==> src/rtc_pkg.sv <==
`default_nettype none
// ----------------------------------------------------------------------------
// rtc_pkg
// Shared constants, word types and controller/datapath interface types for
// the record table compactor.
// ----------------------------------------------------------------------------
package rtc_pkg;

  localparam int RECORD_COUNT     = 128;
  localparam int WORDS_PER_RECORD = 8;
  localparam int STORE_DEPTH      = RECORD_COUNT * WORDS_PER_RECORD;
  localparam int DATA_W           = 64;
  localparam int MARKER_W         = 8;

  localparam int ADDR_W     = (STORE_DEPTH > 1) ? $clog2(STORE_DEPTH) : 1;
  localparam int SLOT_IDX_W = $clog2(RECORD_COUNT);
  localparam int CNT_W      = $clog2(RECORD_COUNT + 1);
  localparam int WIDX_W     = (WORDS_PER_RECORD > 1) ? $clog2(WORDS_PER_RECORD) : 1;
  localparam int FIND_LIMIT = (RECORD_COUNT < 128) ? RECORD_COUNT : 128;
  localparam int LIVE_MAX   = 255;

  typedef enum logic [1:0] {
    REQ_WRITE   = 2'd0,
    REQ_READ    = 2'd1,
    REQ_COMPACT = 2'd2,
    REQ_FIND    = 2'd3
  } req_type_e;

  typedef struct packed {
    req_type_e   req_type;
    logic [6:0]  slot;
    logic [2:0]  word_index;
    logic [63:0] write_data;
  } request_t;

  typedef struct packed {
    logic [63:0] read_data;
    logic        found;
    logic [6:0]  free_slot;
    logic [7:0]  live_count;
  } result_t;

  typedef enum logic [3:0] {
    S_CLEAR,
    S_IDLE,
    S_READ,
    S_C_CHK,
    S_C_EVAL,
    S_C_CPRD,
    S_C_CPWR,
    S_C_CLR,
    S_T_CHK,
    S_T_EVAL,
    S_F_CHK,
    S_F_EVAL
  } state_e;

  typedef enum logic [1:0] {
    RD_REQ,
    RD_SRC_W0,
    RD_SRC_WORD,
    RD_DST_W0
  } rd_sel_e;

  typedef enum logic [2:0] {
    WR_CLEAR,
    WR_REQ,
    WR_COPY,
    WR_SRC_MARK,
    WR_DST_MARK
  } wr_sel_e;

  typedef enum logic [1:0] {
    RES_ZERO,
    RES_READ,
    RES_LIVE,
    RES_FOUND
  } res_sel_e;

  typedef struct packed {
    logic     clr_step;
    rd_sel_e  rd_sel;
    logic     we;
    wr_sel_e  wr_sel;
    logic     ptr_init;
    logic     src_inc;
    logic     dst_inc;
    logic     k_init;
    logic     k_inc;
    logic     hold_load;
    logic     live_load;
    logic     req_load;
    logic     res_load;
    res_sel_e res_sel;
  } ctrl_cmd_t;

  typedef struct packed {
    req_type_e req_type;
    logic      addr_ok;
    logic      clr_last;
    logic      src_end;
    logic      dst_end;
    logic      find_end;
    logic      marker_live;
    logic      src_eq_dst;
    logic      k_last;
  } ctrl_status_t;

  function automatic logic [ADDR_W-1:0] rec_addr(input logic [SLOT_IDX_W-1:0] s,
                                                 input logic [WIDX_W-1:0]     w);
    logic [ADDR_W:0] full;
    full = (ADDR_W+1)'(s) * (ADDR_W+1)'(WORDS_PER_RECORD) + (ADDR_W+1)'(w);
    return full[ADDR_W-1:0];
  endfunction

endpackage
`default_nettype wire

==> src/rtc_ctrl.sv <==
`default_nettype none
// ----------------------------------------------------------------------------
// rtc_ctrl
// Controller: sequences the clearing pass, word requests, the compaction
// walk, the tail marker clear and the find-free scan.
// ----------------------------------------------------------------------------
module rtc_ctrl import rtc_pkg::*; (
  input  wire logic         clk,
  input  wire logic         rst,
  input  wire logic         start,
  input  wire ctrl_status_t status,
  output logic              busy,
  output ctrl_cmd_t         cmd
);

  state_e state, state_next;

  always_ff @(posedge clk) begin
    if (rst) begin
      state <= S_CLEAR;
    end else begin
      state <= state_next;
    end
  end

  always_comb begin
    state_next = state;
    unique case (state)
      S_CLEAR:  if (status.clr_last) state_next = S_IDLE;
      S_IDLE: begin
        if (start) begin
          unique case (status.req_type)
            REQ_WRITE:   state_next = S_IDLE;
            REQ_READ:    state_next = S_READ;
            REQ_COMPACT: state_next = S_C_CHK;
            REQ_FIND:    state_next = S_F_CHK;
          endcase
        end
      end
      S_READ:   state_next = S_IDLE;
      S_C_CHK:  state_next = status.src_end ? S_T_CHK : S_C_EVAL;
      S_C_EVAL: begin
        if (status.marker_live && !status.src_eq_dst) begin
          state_next = S_C_CPRD;
        end else begin
          state_next = S_C_CHK;
        end
      end
      S_C_CPRD: state_next = S_C_CPWR;
      S_C_CPWR: state_next = status.k_last ? S_C_CLR : S_C_CPRD;
      S_C_CLR:  state_next = S_C_CHK;
      S_T_CHK:  state_next = status.dst_end ? S_IDLE : S_T_EVAL;
      S_T_EVAL: state_next = S_T_CHK;
      S_F_CHK:  state_next = status.find_end ? S_IDLE : S_F_EVAL;
      S_F_EVAL: state_next = status.marker_live ? S_F_CHK : S_IDLE;
      default:  state_next = S_IDLE;
    endcase
  end

  always_comb begin
    cmd  = '0;
    busy = (state != S_IDLE);
    unique case (state)
      S_CLEAR: begin
        cmd.we       = 1'b1;
        cmd.wr_sel   = WR_CLEAR;
        cmd.clr_step = 1'b1;
      end
      S_IDLE: begin
        cmd.rd_sel = RD_REQ;
        if (start) begin
          unique case (status.req_type)
            REQ_WRITE: begin
              cmd.we       = status.addr_ok;
              cmd.wr_sel   = WR_REQ;
              cmd.res_load = 1'b1;
              cmd.res_sel  = RES_ZERO;
            end
            REQ_READ:    cmd.req_load = 1'b1;
            REQ_COMPACT: cmd.ptr_init = 1'b1;
            REQ_FIND:    cmd.ptr_init = 1'b1;
          endcase
        end
      end
      S_READ: begin
        cmd.res_load = 1'b1;
        cmd.res_sel  = RES_READ;
      end
      S_C_CHK: begin
        cmd.rd_sel    = RD_SRC_W0;
        cmd.live_load = status.src_end;
      end
      S_C_EVAL: begin
        cmd.hold_load = 1'b1;
        cmd.k_init    = 1'b1;
        if (status.marker_live) begin
          if (status.src_eq_dst) begin
            cmd.src_inc = 1'b1;
            cmd.dst_inc = 1'b1;
          end
        end else begin
          cmd.src_inc = 1'b1;
        end
      end
      S_C_CPRD: cmd.rd_sel = RD_SRC_WORD;
      S_C_CPWR: begin
        cmd.we     = 1'b1;
        cmd.wr_sel = WR_COPY;
        cmd.k_inc  = 1'b1;
      end
      S_C_CLR: begin
        cmd.we      = 1'b1;
        cmd.wr_sel  = WR_SRC_MARK;
        cmd.src_inc = 1'b1;
        cmd.dst_inc = 1'b1;
      end
      S_T_CHK: begin
        cmd.rd_sel   = RD_DST_W0;
        cmd.res_load = status.dst_end;
        cmd.res_sel  = RES_LIVE;
      end
      S_T_EVAL: begin
        cmd.we      = 1'b1;
        cmd.wr_sel  = WR_DST_MARK;
        cmd.dst_inc = 1'b1;
      end
      S_F_CHK: begin
        cmd.rd_sel   = RD_SRC_W0;
        cmd.res_load = status.find_end;
        cmd.res_sel  = RES_ZERO;
      end
      S_F_EVAL: begin
        cmd.src_inc  = status.marker_live;
        cmd.res_load = !status.marker_live;
        cmd.res_sel  = RES_FOUND;
      end
      default: cmd = '0;
    endcase
  end

endmodule
`default_nettype wire

==> config.mk <==
export PLATFORM = sky130hd
export DESIGN_NAME = rtc_ctrl
export DESIGN_NICKNAME = d
export VERILOG_FILES = /design/src/rtc_pkg.sv /design/src/rtc_ctrl.sv
export SDC_FILE = /design/constraint.sdc
export NUM_CORES = 1
export LEC_CHECK = 0
export ABC_AREA = 1
export BUFFER_PORTS_ARGS = -buffer_cell sky130_fd_sc_hd__clkbuf_2
export CAP_MARGIN = 10
export CELL_PAD_IN_SITES_DETAIL_PLACEMENT = 1
export CELL_PAD_IN_SITES_GLOBAL_PLACEMENT = 1
export CORE_MARGIN = 8
export CORE_UTILIZATION = 28
export CTS_CLUSTER_DIAMETER = 150
export DETAILED_ROUTE_END_ITERATION = 16
export GPL_TIMING_DRIVEN = 1
export PLACE_DENSITY = 0.8
export SYNTH_ARGS = -nofsm -noshare
export SYNTH_HDL_FRONTEND = slang
export SYNTH_SLANG_ARGS = --single-unit
==> constraint.sdc <==
create_clock -name clk -period 2.1 [get_ports clk]
set_input_delay 0.105 -clock clk [delete_from_list [all_inputs] [get_ports clk]]
set_output_delay 0.105 -clock clk [all_outputs]
set_load 0.02 [all_outputs]
# After elaboration in Yosys (flattened, before gate mapping)
# Index checks and enable logic that the tools add are counted.
[op_classes]
eq_ne = 17
mux = 30
n_reduce_logical = 9
[op_table]
columns = ["cell", "n"]
rows = [
  ["4-bit case mux with 11 select lines", 1],
  ["4-bit 2-to-1 mux", 8],
  ["4-bit case mux with 5 select lines", 1],
  ["4-bit by 3-bit == test with 1-bit output, second input constant", 4],
  ["4-bit == test, second input constant", 4],
  ["4-bit case mux with 4 select lines", 1],
  ["3-bit case mux with 5 select lines", 1],
  ["1-bit 2-to-1 mux", 10],
  ["4-bit by 2-bit == test with 1-bit output, second input constant", 2],
  ["3-bit 2-to-1 mux", 2],
  ["2-bit case mux with 3 select lines", 1],
  ["2-bit OR reduction", 3],
  ["5-bit 2-to-1 mux", 1],
  ["2-bit == test, second input constant", 2],
  ["4-bit by 1-bit == test with 1-bit output, second input constant", 1],
  ["4-bit logical NOT", 1],
  ["2-bit 2-to-1 mux", 2],
  ["2-bit != test, second input constant", 2],
  ["4-bit by 1-bit != test with 1-bit output, second input constant", 1],
  ["1-bit case mux with 3 select lines", 1],
  ["2-bit by 1-bit == test with 1-bit output, second input constant", 1],
  ["1-bit logical NOT", 2],
  ["2-bit logical NOT", 1],
  ["1-bit case mux with 2 select lines", 1],
  ["2 further kinds", 2],
]
[word_totals]
register_bits = 4
inputBits = 13
wordCells = 57

# Logic depth before layout (Yosys ltp)
[depth]
depth_word = 5
ltp_mapped = 9

# Worst setup path after synthesis
# No wires, ideal clock.
[synth_timing]
kind = "register to output"
start = "register state[2]"
end = "output port cmd[14] (netlist bit)"
arrival_time_ns = 1.330
required_time_ns = 1.995
path_slack_ns = 0.665
path_stages_with_launch = 6
path_buffers = 0
path_cell_list = "dfxtp_1 > nor2_4 > inv_2 > nor2_2 > nand4_1 > o21ai_0"
[synth_lines]
columns = ["item", "line_no", "text"]
rows = [
  ["from (decl)", "rtc_ctrl.sv:16", "state_e state, state_next;"],
  ["from (signal assigned)", "rtc_ctrl.sv:22", "state <= state_next;"],
  ["to (decl)", "rtc_ctrl.sv:13", "output ctrl_cmd_t cmd"],
]

==> flow_summary_export.csv <==
group,metric,value,unit
critical_path,crit_type,"reg2out",
critical_path,cp_slowest_stage_delay,0.37,ns
global_route,met2_usage,22.62,%
synthesis,synth.distinct_cells,17,
sta,max_freq,580.4,MHz
placed_design,placed_cell_area,742.0,µm²
die,core,1922,µm²
sta,finalCriticalPeriod,1.723,ns
min_path,hold_path_class,"in2reg",
cells_and_area,reg_top3,"state (4)",
clock_tree,max-clock-path-buffers,2,
drt,drt_iter0_markers,12,
synthesis,syn-cell-area,560.5,µm²
drt,drt_first_pass_iters,4,
clock_tree,post_cts_buffers,0,
die,die_h,60.74,µm
synthesis,synthCells,109,
cells_and_area,syn_to_final_growth,36.38,%
sta,relSlewSlack,81.39,%
die,placementRows,16,
clock_tree,numCtsBuffers,3,
placed_design,hpwl,1862,µm
sta,rsz0062_at_grt,"false",
sta,hold_slack,0.06668,ns
sta,period_share,82.04,%
drt,drc,0,
job,drv_cap,0,
global_route,use_met1,12.80,%
die,start_util,29.17,%
synthesis,ys_seq_elements,4,
placed_design,gp_congestion,0.8557,
sta,tns,0,ns
cells_and_area,antenna_cells,0,
clock_tree,cts_resized,0,
placed_design,port_buffers,31,
sta,maxSlewViolCount,0,
clock_tree,clkLatencyLatePin,0.23,ns
cells_and_area,regMostFlops,"state",
critical_path,slowest_stage,"dfxtp_1",
pwr,vdd_ir_drop_max,0.2117,mV
sta,fin_ws,0.3772,ns
critical_path,start_kind,"flip-flop",
synthesis,syn_area_per_cell,5.143,µm²
global_route,grt_usage,12.20,%
clock_tree,clock_sinks,4,
global_route,overflow,0,
pwr,power_density,443.8,nW/µm²
global_route,grt_first_pass_wirelength,3463,µm
cells_and_area,final_cell_area,764.5,µm²
drt,ant_nets,0,
clock_tree,ctsRootBufferMaster,"clkbuf_4",
clock_tree,ctsHoldBuffers,0,
critical_path,path_cells,"nor2_4 -> inv_2 -> nor2_2 -> nand4_1 -> o21ai_0 -> clkbuf_2",
drt,vias_per_cell,4.621,
placed_design,place_ws,0.6033,ns
die,die-area,3689,µm²
status,status,"finished clean",
cells_and_area,largest_reg_flops,4,
sta,setup_viol,0,
pwr,p_leak,0.5094,nW
sta,clock_skew,0.0007229,ns
clock_tree,clkTransAtPathRegs,0.04,ns
global_route,grt_pass1_vias,801,
cells_and_area,fin_nets,157,
synthesis,syn_nets,122,
critical_path,critPathArrivalTime,1.62,ns
drt,wl,2069,µm
sta,tightest_slew,0.2788,ns
clock_tree,cts_tree,"yes",
synthesis,synth_warnings,0,
synthesis,seq_area_frac_synth,14.29,%
global_route,grt_antenna_before_repair,0,
drt,wire_per_inst,12.24,µm
die,die_width,60.74,µm
die,boundaryPins,32,
critical_path,crit_required,2.00,ns
global_route,met3_usage,4.025,%
global_route,gr-max-usage-layer,"met2",
cells_and_area,final_cell_mix,"nand2_1, clkbuf_2, inv_1, nor2_1, nand3_1",
sta,hold_violations,0,
drt,vias,781,
critical_path,worst_setup_path_end_kind,"output port",
clock_tree,h-tree-depth,1,
global_route,grt_max_degree,8,
cells_and_area,drive_above_1_share,29.58,%
critical_path,crit_fanout,7,
## routing by layer
layer  part of all wire [%]  vias up
met5                      0        -
met4                      0        0
met3                    8.5        0
met2                     49       24
met1                     43      354
li1                       -      403
## kinds of logic after synthesis
| logic type | count (synthesis) | synth area share, % |
|---|---|---|
| compound gates | 10 | 10.27 |
| flops | 4 | 14.29 |
| buf+inv | 28 | 19.42 |
| simple gates | 67 | 56.03 |
## synthesized netlist by cell type
master,number,area [µm²]
a21oi_1,2,10.01
nor3_1,5,25.02
nor2_2,1,6.260
inv_2,2,7.510
nand3b_1,1,7.510
nor2_4,4,45.04
o21ai_0,5,25.02
inv_1,25,93.84
dfxtp_1,4,80.08
nand4_1,1,6.260
buf_4,1,7.510
o21a_1,1,7.510
o211ai_1,2,15.01
nand2_1,31,116.4
nand3_1,9,45.04
nand3_2,1,10.01
nor2_1,14,52.55
## worst max-delay path, delay by kind of cell, from the launching register on
family                 cells  cell delay [ns]
DFF                        1             0.37
buffers and inverters      2             0.30
AOI/OAI and AO/OA          1             0.20
and+or+nand+nor            3             0.51
## through the flow
step,cells,utilization (%),power (mW)
2_1_floorplan,109,-,0.1908
3_3_place_gp,166,38.61,0.2432
3_5_place_dp,166,38.61,0.2459
4_1_cts,169,39.78,0.3446
5_1_grt,169,39.78,0.3748
6_report,169,39.78,0.3393
## layout make-up
class	instances	area, µm²
flip-flops and latches	4	80.08
multi-input cells	77	371.6
well taps	27	33.78
repair buffers	31	155.1
fillers	303	1157
inverters	27	101.3
clock buffers	3	22.52
## where the power goes
part           leakage (nW)  switching, mW  total, mW  internal, mW
registers            0.0326        0.00833     0.0898        0.0815
logic                 0.463          0.105      0.154        0.0497
clock network        0.0138         0.0311     0.0951        0.0639
## worst paths after layout
kind | slack (ns) | cells past startpoint | start | to
setup / recovery | 0.38 | 6 | state[3] | cmd[14]
hold / removal | 0.07 | 2 | rst | state[1]
setup reg to reg | 0.76 | 9 | state[1] | state[3]
hold reg to reg | 0.70 | 4 | state[1] | state[0]
(Power assumes the default switching activity.)
